`src/hw/rtl/exptok_pkg.sv`:
```
// Package for the expression tokenizer: scanner modes, token and error codes,
// character constants, byte classes and the token record.
// Depends on nothing; used by expression_tokenizer.
`default_nettype none

package exptok_pkg;

    typedef enum logic [3:0] {
        M_IDLE, M_COMMENT, M_LT, M_GT, M_EQ, M_BANG, M_NUM_INT, M_NUM_FRAC,
        M_COLON, M_SYM, M_WORD
    } t_mode;

    typedef enum logic [4:0] {
        K_PLUS, K_MINUS, K_STAR, K_SLASH, K_LPAREN, K_RPAREN, K_END, K_LE,
        K_LT, K_GE, K_GT, K_EQEQ, K_EQ, K_NE, K_NUM, K_SYM, K_AND, K_FALSE,
        K_NOT, K_NONE, K_TRUE, K_ERROR
    } t_kind;

    typedef enum logic [2:0] {
        E_NONE, E_BAD_SYM, E_IDENT, E_LONE_BANG, E_BAD_BYTE
    } t_err;

    typedef struct packed {
        t_kind       kind;
        t_err        err;
        logic [15:0] off;
        logic [15:0] len;
        logic [15:0] line;
        logic        last;
    } t_token;

    localparam logic [7:0] CH_NUL    = 8'h00;
    localparam logic [7:0] CH_TAB    = 8'h09;
    localparam logic [7:0] CH_LF     = 8'h0A;
    localparam logic [7:0] CH_VT     = 8'h0B;
    localparam logic [7:0] CH_CR     = 8'h0D;
    localparam logic [7:0] CH_SPACE  = 8'h20;
    localparam logic [7:0] CH_BANG   = 8'h21;
    localparam logic [7:0] CH_HASH   = 8'h23;
    localparam logic [7:0] CH_LPAREN = 8'h28;
    localparam logic [7:0] CH_RPAREN = 8'h29;
    localparam logic [7:0] CH_STAR   = 8'h2A;
    localparam logic [7:0] CH_PLUS   = 8'h2B;
    localparam logic [7:0] CH_MINUS  = 8'h2D;
    localparam logic [7:0] CH_DOT    = 8'h2E;
    localparam logic [7:0] CH_SLASH  = 8'h2F;
    localparam logic [7:0] CH_COLON  = 8'h3A;
    localparam logic [7:0] CH_LESS   = 8'h3C;
    localparam logic [7:0] CH_EQ     = 8'h3D;
    localparam logic [7:0] CH_GREAT  = 8'h3E;
    localparam logic [7:0] CH_QUEST  = 8'h3F;
    localparam logic [7:0] CH_USCORE = 8'h5F;

    // Keywords, first letter in the top byte, padded with zero bytes
    localparam logic [39:0] KW_AND   = {"and", 16'h0000};
    localparam logic [39:0] KW_FALSE = "false";
    localparam logic [39:0] KW_NOT   = {"not", 16'h0000};
    localparam logic [39:0] KW_NONE  = {"none", 8'h00};
    localparam logic [39:0] KW_TRUE  = {"true", 8'h00};

    function automatic logic is_numeral(input logic [7:0] b);
        return (b >= "0") && (b <= "9");
    endfunction

    function automatic logic is_first(input logic [7:0] b);
        return ((b >= "a") && (b <= "z")) || ((b >= "A") && (b <= "Z")) || (b == CH_USCORE);
    endfunction

    function automatic logic is_rest(input logic [7:0] b);
        return is_first(b) || is_numeral(b) || (b == CH_BANG) || (b == CH_QUEST);
    endfunction

    function automatic logic is_blank(input logic [7:0] b);
        return b inside {CH_SPACE, CH_LF, CH_CR, CH_TAB, CH_VT};
    endfunction

endpackage

`default_nettype wire

```
`src/hw/rtl/expression_tokenizer.sv`:
```
// Streaming lexer for a small expression language: one source byte in, up to
// two tokens out per byte. Depends on exptok_pkg.
//
//  channel   | dir | fields (lowest bit first)
//  ----------+-----+---------------------------------------------------------
//  s_axis    | in  | tdata[7:0] text_byte (0 = end of text)
//  m_axis    | out | tdata offset[15:0] length[31:16] line[47:32];
//            |     | tuser token_kind[4:0] error_kind[7:5]; tlast last_of_run
//
// Cycles: a byte is scanned in the cycle it is accepted; its tokens reach the
// output queue at that edge and the first can leave on the next edge.
// Sustained rate is one byte per cycle while m_axis is ready and each byte gives
// at most one token; a two-token byte holds the input until one has gone out.
// Reset (i_rst_n low, synchronous) empties the queue and sets offset 0, line 1.
// Stalls: the input is taken while the three-entry output queue holds at most
// one token, so a waiting result never blocks the next byte by itself.
`default_nettype none

module expression_tokenizer #(
    parameter longint unsigned TEXT_LIMIT = 65535
) (
    input  wire         i_clk,
    input  wire         i_rst_n,
    input  wire         i_s_axis_tvalid,
    output logic        o_s_axis_tready,
    input  wire  [7:0]  i_s_axis_tdata,   // text_byte[7:0]
    output logic        o_m_axis_tvalid,
    input  wire         i_m_axis_tready,
    output logic [47:0] o_m_axis_tdata,   // token_offset[15:0], token_length[31:16],
                                          // line_number[47:32]
    output logic [7:0]  o_m_axis_tuser,   // token_kind[4:0], error_kind[7:5]
    output logic        o_m_axis_tlast    // last_of_run
);
    import exptok_pkg::*;

    // Position width follows the saturation limit
    localparam int POS_W = $clog2(TEXT_LIMIT + 64'd1);
    localparam int EXT_W = (POS_W > 16) ? POS_W : 16;
    localparam logic [POS_W-1:0] POS_MAX = POS_W'(TEXT_LIMIT);
    localparam int Q_DEPTH = 3;

    // Scanner state
    t_mode            r_mode,  n_mode;
    logic [POS_W-1:0] r_pos,   n_pos;
    logic [POS_W-1:0] r_begin, n_begin;
    logic [15:0]      r_line,  n_line;
    logic [7:0]       r_word [5];
    logic [7:0]       n_word [5];
    logic [2:0]       r_wlen,  n_wlen;

    // Output queue, head in slot 0
    t_token           r_q [Q_DEPTH];
    t_token           n_q [Q_DEPTH];
    t_token           w_sh [Q_DEPTH];
    logic [1:0]       r_cnt, n_cnt;
    logic [1:0]       w_c0;

    logic             w_acc, w_pop, w_again;
    logic [7:0]       w_b;
    logic [POS_W-1:0] w_p1;
    t_token           w_tok_a, w_tok_b, w_e0, w_e1;
    logic             w_has_a, w_has_b;
    logic [1:0]       w_np;

    function automatic logic [15:0] clamp16(input logic [POS_W-1:0] v);
        logic [EXT_W-1:0] ext;
        ext = EXT_W'(v);
        return (ext > EXT_W'(17'h0FFFF)) ? 16'hFFFF : ext[15:0];
    endfunction

    function automatic logic [15:0] span(input logic [POS_W-1:0] e,
                                         input logic [POS_W-1:0] s);
        return (e >= s) ? clamp16(e - s) : 16'd0;
    endfunction

    function automatic t_token mk_tok(input t_kind k, input t_err e,
                                      input logic [15:0] off, input logic [15:0] len,
                                      input logic [15:0] line);
        t_token t;
        t.kind = k;
        t.err  = e;
        t.off  = off;
        t.len  = len;
        t.line = line;
        t.last = 1'b0;
        return t;
    endfunction

    assign w_b   = i_s_axis_tdata;
    assign w_acc = i_s_axis_tvalid & o_s_axis_tready;
    assign w_pop = o_m_axis_tvalid & i_m_axis_tready;
    assign w_p1  = (r_pos >= POS_MAX) ? POS_MAX : r_pos + 1'b1;

    // Token generation: first the pending token closed by this byte, then the
    // token the byte gives when scanned afresh.
    always_comb begin
        t_kind       k_two;
        t_kind       k_one;
        logic [39:0] word;
        t_kind       k_word;
        w_has_a = 1'b0;
        w_tok_a = '0;
        w_again = 1'b0;
        k_two   = K_EQEQ;
        k_one   = K_EQ;
        word    = {r_word[0], r_word[1], r_word[2], r_word[3], r_word[4]};
        k_word  = K_ERROR;
        if (r_wlen == 3'd3 && word == KW_AND) begin
            k_word = K_AND;
        end else if (r_wlen == 3'd5 && word == KW_FALSE) begin
            k_word = K_FALSE;
        end else if (r_wlen == 3'd3 && word == KW_NOT) begin
            k_word = K_NOT;
        end else if (r_wlen == 3'd4 && word == KW_NONE) begin
            k_word = K_NONE;
        end else if (r_wlen == 3'd4 && word == KW_TRUE) begin
            k_word = K_TRUE;
        end
        case (r_mode)
            M_LT: begin
                k_two = K_LE;
                k_one = K_LT;
            end
            M_GT: begin
                k_two = K_GE;
                k_one = K_GT;
            end
            default: begin
                k_two = K_EQEQ;
                k_one = K_EQ;
            end
        endcase

        case (r_mode)
            M_COMMENT: begin
                w_again = (w_b == CH_LF) || (w_b == CH_NUL);
            end
            M_LT, M_GT, M_EQ: begin
                w_has_a = 1'b1;
                if (w_b == CH_EQ) begin
                    w_tok_a = mk_tok(k_two, E_NONE, clamp16(r_begin), span(w_p1, r_begin), r_line);
                end else begin
                    w_tok_a = mk_tok(k_one, E_NONE, clamp16(r_begin), span(r_pos, r_begin), r_line);
                    w_again = 1'b1;
                end
            end
            M_BANG: begin
                w_has_a = 1'b1;
                if (w_b == CH_EQ) begin
                    w_tok_a = mk_tok(K_NE, E_NONE, clamp16(r_begin), span(w_p1, r_begin), r_line);
                end else begin
                    w_tok_a = mk_tok(K_ERROR, E_LONE_BANG, 16'd0, 16'd0, r_line);
                    w_again = 1'b1;
                end
            end
            M_NUM_INT, M_NUM_FRAC: begin
                if (!is_numeral(w_b) && !(r_mode == M_NUM_INT && w_b == CH_DOT)) begin
                    w_has_a = 1'b1;
                    w_tok_a = mk_tok(K_NUM, E_NONE, clamp16(r_begin), span(r_pos, r_begin), r_line);
                    w_again = 1'b1;
                end
            end
            M_COLON: begin
                if (!is_first(w_b)) begin
                    w_has_a = 1'b1;
                    w_tok_a = mk_tok(K_ERROR, E_BAD_SYM, 16'd0, 16'd0, r_line);
                    w_again = 1'b1;
                end
            end
            M_SYM: begin
                if (!is_rest(w_b)) begin
                    w_has_a = 1'b1;
                    w_tok_a = mk_tok(K_SYM, E_NONE, clamp16(r_begin), span(r_pos, r_begin), r_line);
                    w_again = 1'b1;
                end
            end
            M_WORD: begin
                if (!is_rest(w_b)) begin
                    w_has_a = 1'b1;
                    w_again = 1'b1;
                    if (k_word == K_ERROR) begin
                        w_tok_a = mk_tok(K_ERROR, E_IDENT, 16'd0, 16'd0, r_line);
                    end else begin
                        w_tok_a = mk_tok(k_word, E_NONE, clamp16(r_begin),
                                         span(r_pos, r_begin), r_line);
                    end
                end
            end
            default: begin
                w_again = 1'b1;
            end
        endcase

        // Fresh scan of the byte
        w_has_b = 1'b0;
        w_tok_b = '0;
        if (w_again) begin
            w_has_b = 1'b1;
            case (w_b)
                CH_NUL:    w_tok_b = mk_tok(K_END, E_NONE, clamp16(r_pos), 16'd1, r_line);
                CH_PLUS:   w_tok_b = mk_tok(K_PLUS, E_NONE, clamp16(r_pos), 16'd1, r_line);
                CH_MINUS:  w_tok_b = mk_tok(K_MINUS, E_NONE, clamp16(r_pos), 16'd1, r_line);
                CH_STAR:   w_tok_b = mk_tok(K_STAR, E_NONE, clamp16(r_pos), 16'd1, r_line);
                CH_SLASH:  w_tok_b = mk_tok(K_SLASH, E_NONE, clamp16(r_pos), 16'd1, r_line);
                CH_LPAREN: w_tok_b = mk_tok(K_LPAREN, E_NONE, clamp16(r_pos), 16'd1, r_line);
                CH_RPAREN: w_tok_b = mk_tok(K_RPAREN, E_NONE, clamp16(r_pos), 16'd1, r_line);
                CH_LESS, CH_GREAT, CH_EQ, CH_BANG, CH_HASH, CH_COLON: begin
                    w_has_b = 1'b0;
                end
                default: begin
                    w_has_b = !(is_blank(w_b) || is_numeral(w_b) || is_first(w_b));
                    w_tok_b = mk_tok(K_ERROR, E_BAD_BYTE, 16'd0, 16'd0, r_line);
                end
            endcase
        end
        w_tok_a.last = !w_has_b;
        w_tok_b.last = 1'b1;
    end

    // Next scanner state
    always_comb begin
        n_mode  = r_mode;
        n_pos   = w_p1;
        n_begin = r_begin;
        n_line  = r_line;
        n_word  = r_word;
        n_wlen  = r_wlen;
        case (r_mode)
            M_LT, M_GT, M_EQ, M_BANG: begin
                if (w_b == CH_EQ) n_mode = M_IDLE;
            end
            M_NUM_INT: begin
                if (w_b == CH_DOT) n_mode = M_NUM_FRAC;
            end
            M_COLON: begin
                if (is_first(w_b)) n_mode = M_SYM;
            end
            M_WORD: begin
                if (is_rest(w_b)) begin
                    for (int i = 0; i < 5; i++) begin
                        if (r_wlen == 3'(i)) n_word[i] = w_b;
                    end
                    if (r_wlen < 3'd6) n_wlen = r_wlen + 3'd1;
                end
            end
            default: begin
                n_mode = r_mode;
            end
        endcase

        if (w_again) begin
            n_mode = M_IDLE;
            case (w_b)
                CH_NUL: begin
                    // End of text: drop back to the reset state
                    n_pos   = '0;
                    n_begin = '0;
                    n_line  = 16'd1;
                    n_wlen  = 3'd0;
                    for (int i = 0; i < 5; i++) n_word[i] = 8'h00;
                end
                CH_LESS: begin
                    n_begin = r_pos;
                    n_mode  = M_LT;
                end
                CH_GREAT: begin
                    n_begin = r_pos;
                    n_mode  = M_GT;
                end
                CH_EQ: begin
                    n_begin = r_pos;
                    n_mode  = M_EQ;
                end
                CH_BANG: begin
                    n_begin = r_pos;
                    n_mode  = M_BANG;
                end
                CH_HASH: begin
                    n_mode = M_COMMENT;
                end
                CH_COLON: begin
                    n_begin = w_p1;
                    n_mode  = M_COLON;
                end
                default: begin
                    if (is_blank(w_b)) begin
                        if (w_b == CH_LF && r_line != 16'hFFFF) n_line = r_line + 16'd1;
                    end else if (is_numeral(w_b)) begin
                        n_begin = r_pos;
                        n_mode  = M_NUM_INT;
                    end else if (is_first(w_b)) begin
                        n_begin = r_pos;
                        n_mode  = M_WORD;
                        n_word[0] = w_b;
                        for (int i = 1; i < 5; i++) n_word[i] = 8'h00;
                        n_wlen = 3'd1;
                    end
                end
            endcase
        end
    end

    // Queue update: shift out on a pop, then append the new tokens
    always_comb begin
        w_np = {1'b0, w_has_a} + {1'b0, w_has_b};
        if (!w_acc) w_np = 2'd0;
        w_e0 = w_has_a ? w_tok_a : w_tok_b;
        w_e1 = w_tok_b;
        w_c0 = r_cnt - {1'b0, w_pop};
        if (w_pop) begin
            w_sh[0] = r_q[1];
            w_sh[1] = r_q[2];
            w_sh[2] = r_q[2];
        end else begin
            w_sh = r_q;
        end
        for (int i = 0; i < Q_DEPTH; i++) begin
            if (2'(i) < w_c0) begin
                n_q[i] = w_sh[i];
            end else if (2'(i) == w_c0) begin
                n_q[i] = w_e0;
            end else begin
                n_q[i] = w_e1;
            end
        end
        n_cnt = w_c0 + w_np;
    end

    always_ff @(posedge i_clk) begin
        if (!i_rst_n) begin
            r_mode  <= M_IDLE;
            r_pos   <= '0;
            r_begin <= '0;
            r_line  <= 16'd1;
            r_wlen  <= 3'd0;
            for (int i = 0; i < 5; i++) r_word[i] <= 8'h00;
            r_cnt   <= 2'd0;
        end else begin
            if (w_acc) begin
                r_mode  <= n_mode;
                r_pos   <= n_pos;
                r_begin <= n_begin;
                r_line  <= n_line;
                r_word  <= n_word;
                r_wlen  <= n_wlen;
            end
            r_cnt <= n_cnt;
        end
    end

    // Payload slots carry no reset
    always_ff @(posedge i_clk) begin
        r_q <= n_q;
    end

    assign o_s_axis_tready = (r_cnt <= 2'd1);
    assign o_m_axis_tvalid = (r_cnt != 2'd0);
    assign o_m_axis_tdata  = {r_q[0].line, r_q[0].len, r_q[0].off};
    assign o_m_axis_tuser  = {r_q[0].err, r_q[0].kind};
    assign o_m_axis_tlast  = r_q[0].last;

`ifndef ASSERT_OFF
    a_end_resets: assert property (@(posedge i_clk) disable iff (!i_rst_n)
        (w_acc && i_s_axis_tdata == CH_NUL)
        |=> (r_pos == '0 && r_line == 16'd1 && r_mode == M_IDLE))
        else $error("state not cleared after end of text");

    a_err_no_span: assert property (@(posedge i_clk) disable iff (!i_rst_n)
        (o_m_axis_tvalid && o_m_axis_tuser[4:0] == K_ERROR)
        |-> (o_m_axis_tdata[31:0] == 32'd0 && o_m_axis_tuser[7:5] != E_NONE))
        else $error("error token with offset or length or no error code");

    a_ok_no_err: assert property (@(posedge i_clk) disable iff (!i_rst_n)
        (o_m_axis_tvalid && o_m_axis_tuser[4:0] != K_ERROR)
        |-> (o_m_axis_tuser[7:5] == E_NONE))
        else $error("error code on a valid token");

    a_pair_order: assert property (@(posedge i_clk) disable iff (!i_rst_n)
        (w_acc && w_np == 2'd2) |-> (!w_e0.last && w_e1.last))
        else $error("run marker wrong on a two-token byte");
`endif

endmodule

`default_nettype wire
```
`config.mk`:
```
export PLATFORM = sky130hd
export DESIGN_NAME = expression_tokenizer
export DESIGN_NICKNAME = d
export VERILOG_FILES = /design/src/hw/rtl/exptok_pkg.sv /design/src/hw/rtl/expression_tokenizer.sv
export SDC_FILE = /design/constraint.sdc
export NUM_CORES = 1
export LEC_CHECK = 0
export ABC_CLOCK_PERIOD_IN_PS = 4810
export BUFFER_PORTS_ARGS = -buffer_cell sky130_fd_sc_hd__buf_2
export CAP_MARGIN = 20
export CORE_AREA = 2 2 236 122
export CTS_BUF_LIST = sky130_fd_sc_hd__clkbuf_8 sky130_fd_sc_hd__clkbuf_16
export DETAILED_ROUTE_END_ITERATION = 12
export DIE_AREA = 0 0 238 124
export MAX_ROUTING_LAYER = met4
export PLACE_DENSITY = 0.76
export SYNTH_ARGS = -nofsm -noshare
export SYNTH_HDL_FRONTEND = slang
export SYNTH_SLANG_ARGS = --single-unit
```
`constraint.sdc`:
```
create_clock -name i_clk -period 4.81 [get_ports i_clk]
set_clock_uncertainty 0.2 [all_clocks]
set_input_delay 0.481 -clock i_clk [delete_from_list [all_inputs] [get_ports i_clk]]
set_output_delay 0.481 -clock i_clk [all_outputs]
set_load 0.05 [all_outputs]
```
==> summary.txt, run 1 <==
GRT
  • Largest net degree at the start of global routing: 74
  • First-pass GRT wire length: 66.2 mm
  • Vias in the first global route: 11316
  • All-Layer GR Usage: 29.7%
  • Initial antenna violation count: 1
  • Grt total ovfl: 0

Clocking
  • Longest Clk Path Bufs: 3
  • TritonCTS clock tree: yes
  • Post-CTS setup repair buffer count: 0
  • H-tree depth: 1
  • Clk sink count: 268
  • Worst-Skew Late Latency: 0.57 ns
  • Root Buffer: clkbuf_16
  • Reg clk slew, reported paths: 0.07 ns
  • CTS Buf Count: 24
  • CTS resizes: 0
  • Hold_buf cts: 0

Power and ir drop
  • Overall power: 0.00956 W
  • Leakage: 6.21 nW
  • P per Cell Area: 587 mW/mm^2
  • Maximum VDD drop: 385 uV

Hold path
  • Hold WC Path Type: in -> reg
  • Hold Path Cell Cnt: 4

Worst setup path
  • Cell breakdown of the critical path: nand3_1 -> or3_1 -> or3_4 -> nand2b_1 -> ha_1 -> nor2b_1 -> o2111ai_1 -> nand3_1 -> a2111oi_1 -> buf_4 -> o31ai_1 -> mux2i_1 -> o211ai_1
  • Startpoint types: flop
  • CP Buf/Inv Count: 1
  • CP Capture Type: flop
  • Crit path DAT: 4.57 ns
  • Delay-heaviest family, CP: simple AND/OR/NAND/NOR gates
  • CP required: 4.91 ns
  • Crit Path Class: reg -> reg
  • Max FO, Critical Path: 21
  • Most common cell on crit path: nand3_1
  • CP peak stage delay: 0.54 ns
  • Cell count of the worst reg-to-reg path: 13
  • Worst path depth: 13
  • Slowest cell on crit path: or3_4

Routing
  • Vias: 12521
  • Iteration-0 DRC Markers: 1664
  • Post-DRT Antenna Nets: 0
  • Drt pass-1 iters: 6
  • Wire per inst: 22.7 um
  • Drt via density: 6.60
  • DRT Wirelength: 43.0 mm
  • Residual DRC: 0

Timing
  • Max_slew headroom: 24.4%
  • Setup TNS: 0 ns
  • Slew Viols, Final: 0
  • Setup violators final: 0
  • Worst-Margin Slew: 1.13 ns
  • Unrepaired setup endpoints after global routing: no
  • Hold Fails Final Rpt: 0
  • Maximum clock rate: 0.223 GHz
  • Final period util: 93.0%
  • Tmin final: 4.47 ns

Yosys
  • Top FF cell, synth: edfxtp_1
  • Post-synthesis sequential area ratio: 46.6%
  • EDFF count, synth: 171
  • Synth Warn #: 0
  • Syn Inst Count: 1535
  • Syn_nets: 1591
  • Yosys cell types: 93
  • Ys async rst share: 0%
  • #FFs+latches synth: 268
  • Mean post-synth cell area: 9.90 sq um
  • Cell Area, Synth: 0.0152 sq mm

Floorplanning
  • Die ar.: 0.0295 sq mm
  • Die X-Extent: 238 um
  • Chip height: 124 um
  • Initial core utilization: 55.6%
  • # rows: 43
  • I/O Pins: 71
  • Core area: 0.0273 sq mm

Finish
  • Layout Nets: 1573
  • Final Core Density: 59.6%
  • Syn-to-layout area delta: 7.20%
  • Layout cells sized above 1: 12.4%

Status
  • Status: finished clean

Place
  • Port Buffers: 70
  • Dpl hpwl: 30.2 mm
  • Routability cong.: 1.05

Run
  • Maxcap violations: 0
## report_power, final
| group | switching [W] | total, W | internal (W) |
|---|---|---|---|
| clock network | 0.000879 | 0.00195 | 0.00107 |
| logic | 0.00302 | 0.00403 | 0.00102 |
| registers | 0.000202 | 0.00358 | 0.00338 |
| total | 0.00410 | 0.00956 | 0.00546 |
## area by class of cell
cell class	count	area [sq um]
Fill cell	2359	11000
Multi-Input combinational cell	1072	7170
Sequential cell	268	7080
Clock buffer	29	692
Timing Repair Buffer	107	641
Tap cell	360	450
Inverter	44	165
Clock inverter	15	92.6
Antenna cell	1	2.50
## metal layers
| metal | track usage, % | part of all wire, % | vias to the layer above | routed length, um |
|---|---|---|---|---|
| li1 | - | - | 5717 | - |
| met1 | 44.6 | 47 | 6037 | 20100 |
| met2 | 40.8 | 41 | 705 | 17400 |
| met3 | 6.72 | 11 | 62 | 4810 |
| met4 | 5.59 | 1.5 | 0 | 654 |
| met5 | - | 0 | - | 0 |
## cell usage after synthesis, types with 10 or more instances
| cell | n | area, sq um |
|---|---|---|
| ha_1 | 42 | 526 |
| a21oi_1 | 84 | 420 |
| a22o_1 | 70 | 613 |
| xor2_1 | 16 | 140 |
| edfxtp_1 | 171 | 5130 |
| o31ai_1 | 10 | 75.1 |
| a221o_1 | 17 | 170 |
| clkbuf_1 | 64 | 240 |
| a21o_1 | 21 | 158 |
| o21ai_0 | 79 | 395 |
| nand2_1 | 122 | 458 |
| buf_2 | 17 | 85.1 |
| a31oi_1 | 29 | 181 |
| nand4_1 | 23 | 144 |
| and2_1 | 38 | 238 |
| and3_1 | 17 | 106 |
| buf_4 | 62 | 465 |
| nor2_1 | 125 | 469 |
| inv_1 | 41 | 154 |
| a32oi_1 | 11 | 96.3 |
| dfxtp_1 | 97 | 1940 |
| a221oi_1 | 12 | 105 |
| or3_1 | 13 | 81.3 |
| nor3_1 | 31 | 155 |
| a211oi_1 | 24 | 180 |
| nand2b_1 | 24 | 150 |
| a22oi_1 | 20 | 150 |
| xnor2_1 | 29 | 254 |
| nand3_1 | 38 | 190 |
## worst min-delay path: cells and delay by family
kind,cells,cell delay (ns)
XOR/XNOR,1,0.13
AO/OA/AOI/OAI,1,0.07
buffers and inverters,1,0.10
AND/OR/NAND/NOR,1,0.04
## path summary, 6_finish.rpt
path	start	to	slack, ns
worst min-delay path	i_s_axis_tvalid	r_cnt[1]	0.09
worst max register to register	r_pos[3]	r_q[89]	0.34
worst min register to register	r_word[31]	r_word[31]	0.24
worst max-delay path	r_pos[3]	r_q[89]	0.34
## flip-flops by register name (all words and copies together) (netlist names), 4 cells and up
name            count
r_word             40
o_m_axis_tdata     48
r_begin            16
r_q               114
o_m_axis_tuser      8
r_line             16
r_pos              16
r_mode              4
## cells by family (layout without fill, tap and decap cells)
kind of cell	after synthesis	in the layout	share of synthesized area, %
xor+xnor	45	45	2.59
other cells	0	1	0
fa+ha+maj	45	45	3.79
compound gates	480	480	23.3
buf+inv	195	195	6.55
mux	11	11	0.741
flops	268	268	46.6
simple gates	491	491	16.5
## per-stage QoR
stage,area (sq um),hold slack (ns),cells,setup WS (ns)
2_1_floorplan,15200,0.210,1535,0.270
3_3_place_gp,15500,0.219,1850,0.416
3_5_place_dp,15500,0.228,1850,0.105
4_1_cts,16300,0.0873,1894,0.0773
5_1_grt,16300,0.116,1896,0.0994
6_report,16300,0.0949,1896,0.336
## layout by cell type (no fill, tap or decap), types with 8 or more instances in the layout
cell type,n
ha_1,42
nor3_1,31
nor2_1,124
xnor2_1,28
a21o_1,21
a22oi_1,20
or3_1,12
o21ai_1,10
nor2b_1,9
mux2i_1,9
clkbuf_16,26
buf_2,70
o21ai_0,78
a211o_1,9
a211oi_1,24
and3_1,17
dfxtp_1,97
o21a_1,8
inv_1,49
nand2b_1,24
nand2_1,118
edfxtp_1,171
a32oi_1,11
xor2_1,15
and2_1,38
nand3_1,38
nand4_1,23
a221oi_1,12
buf_4,36
a31oi_1,29
o31ai_1,10
a21oi_1,84
a22o_1,70
a221o_1,17
Note: power is estimated with default switching activity, not from simulation.
==> inputs of run 2 (changes only) <==
--- a/config.mk
+++ b/config.mk
@@ -14,6 +14,7 @@
 export DIE_AREA = 0 0 238 124
 export MAX_ROUTING_LAYER = met4
 export PLACE_DENSITY = 0.76
+export RECOVER_POWER = 100
 export SYNTH_ARGS = -nofsm -noshare
 export SYNTH_HDL_FRONTEND = slang
 export SYNTH_SLANG_ARGS = --single-unit
==> run 2 against run 1 <==
  * Critical path depth fell by 3
  * Critical path type is now in -> reg
  * Clock power barely moved
  * Cell area fell by 1.2%
  * Via count rose by 0.29%
  * Largest power group unchanged
  * Sequential share of layout area rose by 0.52 points
  * Sequential power barely moved
==> summary.txt, run 2 (synthesis gave the netlist of run 1 again) <==
Floorplanning
  • Core area: 0.0273 sq mm (unchanged)
  • Chip height: 124 um (unchanged)
  • I/O Pins: 71 (unchanged)
  • Die X-Extent: 238 um (unchanged)
  • # rows: 43 (unchanged)
  • Initial core utilization: 55.6% (unchanged)
  • Die ar.: 0.0295 sq mm (unchanged)

Place
  • Port Buffers: 70 (unchanged)
  • Dpl hpwl: 30.2 mm (unchanged)
  • Routability cong.: 1.05 (unchanged)
  • Placed insts: 1850 (unchanged)

Finish
  • Layout Cells excl Fill: 1896 (unchanged)
  • Fillers: 2400 (was 2359)
  • Layout Nets: 1573 (unchanged)
  • Layout cells sized above 1: 7.49% (was 12.4%)
  • Commonest non-fill, non-tap cell in the layout: edfxtp_1 (unchanged)
  • Biggest register: r_q (unchanged)
  • Max reg flops: 114 (unchanged)
  • Most frequent cells in the layout: 171 x edfxtp_1, 124 x nor2_1, 121 x nand2_1 (was 171 x edfxtp_1, 124 x nor2_1, 118 x nand2_1)
  • Syn-to-layout area delta: 5.94% (was 7.20%)

Clocking
  • Root Buffer: clkbuf_16 (unchanged)
  • Worst-Skew Late Latency: 0.56 ns (was 0.57 ns)
  • Clk sink count: 268 (unchanged)
  • Post-CTS setup repair buffer count: 0 (unchanged)
  • CTS Buf Count: 24 (unchanged)
  • Reg clk slew, reported paths: 0.07 ns (about the same)
  • Longest Clk Path Bufs: 3 (unchanged)
  • Hold_buf cts: 0 (unchanged)
  • H-tree depth: 1 (unchanged)
  • TritonCTS clock tree: yes (unchanged)

Power and ir drop
  • Clk pwr share: 20.7% (was 20.4%)
  • Switching part of the total: 43.3% (was 42.9%)
  • Combinational power share: 41.1% (was 42.2%)
  • P per Cell Area: 586 mW/mm^2 (was 587 mW/mm^2)
  • Maximum VDD drop: 324 uV (was 385 uV)
  • P_sw: 0.00408 W (was 0.00410 W)
  • Sequential power share: 38.2% (was 37.4%)
  • Int Power: 0.00534 W (was 0.00546 W)
  • Leakage: 5.97 nW (was 6.21 nW)

Routing
  • Met3 WL: 4.79 mm (was 4.81 mm)
  • Met2 Wirelength: 17.4 mm (about the same)
  • Max Used Layer: met4 (unchanged)
  • WL met1: 20.3 mm (was 20.1 mm)
  • Drt pass-1 iters: 6 (unchanged)
  • Iteration-0 DRC Markers: 1745 (was 1664)
  • Drt via density: 6.62 (was 6.60)
  • DRT Wirelength: 43.2 mm (was 43.0 mm)
  • Post-DRT Antenna Nets: 0 (unchanged)
  • Vias: 12557 (was 12521)
  • Wire per inst: 22.8 um (was 22.7 um)
  • Residual DRC: 0 (unchanged)

Timing
  • Hold Fails Final Rpt: 0 (unchanged)
  • Setup TNS: 0 ns (unchanged)
  • Unrepaired setup endpoints after global routing: no (unchanged)
  • Worst-Margin Slew: 1.43 ns (was 1.13 ns)
  • Slew Viols, Final: 0 (unchanged)
  • Max_slew headroom: 4.52% (was 24.4%)
  • Tmin final: 4.66 ns (was 4.47 ns)
  • Setup violators final: 0 (unchanged)
  • Maximum clock rate: 0.215 GHz (was 0.223 GHz)
  • Final period util: 96.9% (was 93.0%)

GRT
  • Vias in the first global route: 11316 (unchanged)
  • First-pass GRT wire length: 66.2 mm (unchanged)
  • Largest net degree at the start of global routing: 74 (unchanged)
  • All-Layer GR Usage: 29.7% (unchanged)
  • Initial antenna violation count: 1 (unchanged)
  • Grt total ovfl: 0 (unchanged)

Worst setup path
  • CP required: 5.05 ns (was 4.91 ns)
  • Cell count of the worst reg-to-reg path: 13 (unchanged)
  • Crit Path Class: in -> reg (was reg -> reg)
  • CP Capture Type: flop (unchanged)
  • Crit path DAT: 4.90 ns (was 4.57 ns)
  • Max FO, Critical Path: 23 (was 21)
  • Reg2reg setup slack: 0.28 ns (was 0.34 ns)
  • Startpoint types: input port (was flop)

Status
  • Status: finished clean (unchanged)

Hold path
  • Hold WC Path Type: in -> reg (unchanged)
  • Hold Path Cell Cnt: 4 (unchanged)

Run
  • Maxcap violations: 0 (unchanged)
-- run 2: path summary, 6_finish.rpt --
| check | to | startpoint |
|---|---|---|
| min reg2reg | r_word[31] | r_word[31] |
| min | r_cnt[1] | i_s_axis_tvalid |
| max reg2reg | r_q[89] | r_pos[3] |
| max | r_begin[7] | i_s_axis_tdata[1] |
-- run 2: metrics by stage --
stage	area [sq um]	hold WS (ns)	util, %	setup slack, ns	total power, W
6_report	16100	0.0976	58.9	0.150	0.00942
5_1_grt	16100	0.116	58.9	0.0592	0.00985
4_1_cts	16300	0.0873	59.5	0.0773	0.00954
3_5_place_dp	15500	0.228	56.7	0.105	0.00760
3_3_place_gp	15500	0.219	56.7	0.416	0.00753
2_1_floorplan	15200	0.210	-	0.270	0.00673
-- run 2: worst max-delay path, stage by stage --
cell	delay, ns
clkbuf_1	0.83
nor2_1	0.37
a211o_1	0.45
o211a_1	0.36
a211o_1	0.32
buf_4	0.18
o21ai_1	1.06
clkbuf_2	0.45
a221oi_1	0.09
a211oi_1	0.27
-- run 2: cell type report --
cell class              instances  area (sq um)  share of cell area (%)
multi-input cells            1072          7100                    44.1
flip-flops and latches        268          7080                    44.0
clock buffers                  29           692                    4.30
repair buffers                107           510                    3.17
well taps                     360           450                    2.80
inverters                      44           165                    1.03
clock inverters                15          92.6                   0.575
diodes                          1          2.50                  0.0155
-- run 2: power groups by stage --
| stage | sequential [W] | clock (W) | combinational, W |
|---|---|---|---|
| 6_report | 0.00360 | 0.00195 | 0.00387 |
| 5_1_grt | 0.00366 | 0.00205 | 0.00415 |
| 4_1_cts | 0.00358 | 0.00197 | 0.00399 |
| 3_5_place_dp | 0.00363 | 0 | 0.00398 |
| 3_3_place_gp | 0.00361 | 0 | 0.00392 |
| 2_1_floorplan | 0.00360 | 0 | 0.00314 |
-- run 2: timing repair --
| item | 4_1_cts | 5_1_grt |
|---|---|---|
| hold endpoints to repair | 0 | 0 |
| gates resized for setup | 0 | 4 |
| setup endpoints to repair | 0 | 46 |
-- run 2: layer usage --
layer,GRT usage (%),vias up
li1,-,5718
met5,-,-
met2,40.8,728
met3,6.72,73
met4,5.59,0
met1,44.6,6038
==> inputs of run 3 (changes only) <==
--- a/config.mk
+++ b/config.mk
@@ -8,12 +8,11 @@
 export ABC_CLOCK_PERIOD_IN_PS = 4810
 export BUFFER_PORTS_ARGS = -buffer_cell sky130_fd_sc_hd__buf_2
 export CAP_MARGIN = 20
-export CORE_AREA = 2 2 236 122
+export CORE_AREA = 2 2 266 137
 export CTS_BUF_LIST = sky130_fd_sc_hd__clkbuf_8 sky130_fd_sc_hd__clkbuf_16
 export DETAILED_ROUTE_END_ITERATION = 12
-export DIE_AREA = 0 0 238 124
+export DIE_AREA = 0 0 268 139
 export MAX_ROUTING_LAYER = met4
-export PLACE_DENSITY = 0.76
 export RECOVER_POWER = 100
 export SYNTH_ARGS = -nofsm -noshare
 export SYNTH_HDL_FRONTEND = slang
==> run 3 against run 2 <==
  * Flip-flop and latch count did not move
  * Power rose by 0.95%
  * Combinational power rose by 1%
  * Highest routed layer unchanged
  * Largest cell class unchanged
  * Clock power rose by 3%
  * Via count fell by 1.6%
  * Global-route usage fell by 4.8 points
==> summary.txt, run 3 (synthesis gave the netlist of run 1 again) <==
Status
  • Status: finished clean (unchanged)

Floorplanning
  • Die X-Extent: 268 um (was 238 um)
  • I/O Pins: 71 (unchanged)
  • Core area: 0.0351 sq mm (was 0.0273 sq mm)
  • # rows: 49 (was 43)
  • Die ar.: 0.0373 sq mm (was 0.0295 sq mm)
  • Initial core utilization: 43.2% (was 55.6%)
  • Chip height: 139 um (was 124 um)

Worst setup path
  • Max FO, Critical Path: 16 (was 23)
  • Slowest cell on crit path: or3_4 (was o21ai_1)
  • CP required: 4.93 ns (was 5.05 ns)
  • CP Capture Type: flop (unchanged)
  • CP peak stage delay: 0.52 ns (was 1.06 ns)
  • Cell breakdown of the critical path: nand3_1 -> or3_1 -> or3_4 -> o21ai_0 -> ha_1 -> a21oi_1 -> a2bb2oi_1 -> o211ai_1 -> nand2_1 -> a21oi_1 -> clkbuf_2 -> a32o_1 -> a221o_1 (was clkbuf_1 -> nor2_1 -> a211o_1 -> o211a_1 -> a211o_1 -> buf_4 -> o21ai_1 -> clkbuf_2 -> a221oi_1 -> a211oi_1)
  • Startpoint types: flop (was input port)
  • Most common cell on crit path: a21oi_1 (was a211o_1)
  • Crit Path Class: reg -> reg (was in -> reg)
  • Cell count of the worst reg-to-reg path: 13 (unchanged)
  • Crit path DAT: 4.61 ns (was 4.90 ns)

Timing
  • Setup TNS: 0 ns (unchanged)
  • Unrepaired setup endpoints after global routing: no (unchanged)
  • Tmin final: 4.49 ns (was 4.66 ns)
  • Setup violators final: 0 (unchanged)
  • Max_slew headroom: 6.80% (was 4.52%)
  • Maximum clock rate: 0.223 GHz (was 0.215 GHz)
  • Hold Fails Final Rpt: 0 (unchanged)
  • Slew Viols, Final: 0 (unchanged)
  • Final period util: 93.4% (was 96.9%)
  • Worst-Margin Slew: 1.40 ns (was 1.43 ns)

Clocking
  • H-tree depth: 1 (unchanged)
  • Root Buffer: clkbuf_16 (unchanged)
  • CTS Buf Count: 26 (was 24)
  • Clk sink count: 268 (unchanged)
  • Worst-Skew Late Latency: 0.57 ns (was 0.56 ns)
  • Longest Clk Path Bufs: 3 (unchanged)
  • Reg clk slew, reported paths: 0.07 ns (about the same)
  • Hold_buf cts: 0 (unchanged)
  • TritonCTS clock tree: yes (unchanged)

Routing
  • Vias: 12353 (was 12557)
  • Drt pass-1 iters: 8 (was 6)
  • WL met1: 23.1 mm (was 20.3 mm)
  • Post-DRT Antenna Nets: 0 (unchanged)
  • Residual DRC: 0 (unchanged)
  • Max Used Layer: met4 (unchanged)
  • Met2 Wirelength: 17.5 mm (was 17.4 mm)
  • DRT Wirelength: 45.2 mm (was 43.2 mm)
  • Wire per inst: 22.3 um (was 22.8 um)
  • Iteration-0 DRC Markers: 1468 (was 1745)
  • Met3 WL: 3.98 mm (was 4.79 mm)
  • Drt via density: 6.09 (was 6.62)

Run
  • Maxcap violations: 0 (unchanged)

Place
  • Dpl hpwl: 32.0 mm (was 30.2 mm)
  • Port Buffers: 70 (unchanged)
  • Routability cong.: 0.992 (was 1.05)

Power and ir drop
  • Leakage: 6.00 nW (was 5.97 nW)
  • P per Cell Area: 583 mW/mm^2 (was 586 mW/mm^2)
  • Maximum VDD drop: 339 uV (was 324 uV)

GRT
  • Largest net degree at the start of global routing: 58 (was 74)
  • All-Layer GR Usage: 24.9% (was 29.7%)
  • Initial antenna violation count: 0 (was 1)
  • Grt total ovfl: 0 (unchanged)
  • Vias in the first global route: 11305 (was 11316)
  • First-pass GRT wire length: 70.1 mm (was 66.2 mm)

Finish
  • Layout cells sized above 1: 7.64% (was 7.49%)
  • Multi-input combinational cell area: 0.00711 sq mm (was 0.00710 sq mm)
  • Fillers: 3378 (was 2400)
  • Max reg flops: 114 (unchanged)
  • Syn-to-layout area delta: 7.35% (was 5.94%)
  • Register area: 0.00708 sq mm (unchanged)
  • Layout Nets: 1580 (was 1573)
  • Antenna Cells: 0 (was 1)
  • Most frequent cells in the layout: 171 x edfxtp_1, 124 x nor2_1, 121 x nand2_1 (unchanged)
  • Biggest register: r_q (unchanged)
  • Final Core Density: 46.4% (was 58.9%)
  • Commonest non-fill, non-tap cell in the layout: edfxtp_1 (unchanged)

Hold path
  • Hold Path Cell Cnt: 4 (unchanged)
  • Hold WC Path Type: in -> reg (unchanged)
[run 3: layer usage]
| metal | global-route usage, % | vias to the layer above |
|---|---|---|
| li1 | - | 5733 |
| met1 | 39.9 | 6030 |
| met2 | 32.3 | 544 |
| met3 | 4.58 | 46 |
| met4 | 3.94 | 0 |
| met5 | - | - |
[run 3: cell type report]
type / count / area share (%)
clock inverter: 21 / 0.783
multi-input combinational: 1072 / 43.6
tap: 484 / 3.71
clock buffer: 27 / 4.14
sequential: 268 / 43.4
timing repair buffer: 112 / 3.34
inverter: 44 / 1.01
[run 3: metrics by stage]
stage	setup slack [ns]	power (W)	hold WS, ns	area, sq um	cells
floorplan	0.270	0.00673	0.210	15200	1535
detailed placement	0.250	0.00769	0.222	15700	1980
global placement	0.417	0.00767	0.222	15700	1980
CTS	0.266	0.00970	0.0760	16500	2028
global route	0.0716	0.0100	0.101	16300	2028
finish	0.319	0.00951	0.0872	16300	2028
[run 3: report_power, final]
| part | switching, W | internal (W) |
|---|---|---|
| Clock | 0.000930 | 0.00107 |
| Sequential | 0.000202 | 0.00339 |
| Combinational | 0.00303 | 0.000890 |
| Total | 0.00416 | 0.00535 |
[run 3: path summary, 6_finish.rpt]
check / start / end / slack, ns
worst max-delay path: r_pos[3] / r_q[74] / 0.32
worst min-delay path: i_s_axis_tvalid / r_cnt[1] / 0.09
worst max register to register: r_pos[3] / r_q[74] / 0.32
worst min register to register: r_word[31] / r_word[31] / 0.23
[run 3: repair_timing]
action                     4_1_cts  5_1_grt
resized for setup                0        1
setup endpoints to repair        0        6
buffers inserted                 0        0
[run 3: worst max-delay path, delay by kind of cell (launching register included)]
kind / cells / cell delay, ns
AOI/OAI and AO/OA: 7 / 1.59
adders and majority gates: 1 / 0.33
buffers and inverters: 1 / 0.28
DFF: 1 / 0.51
and+or+nand+nor: 4 / 1.35
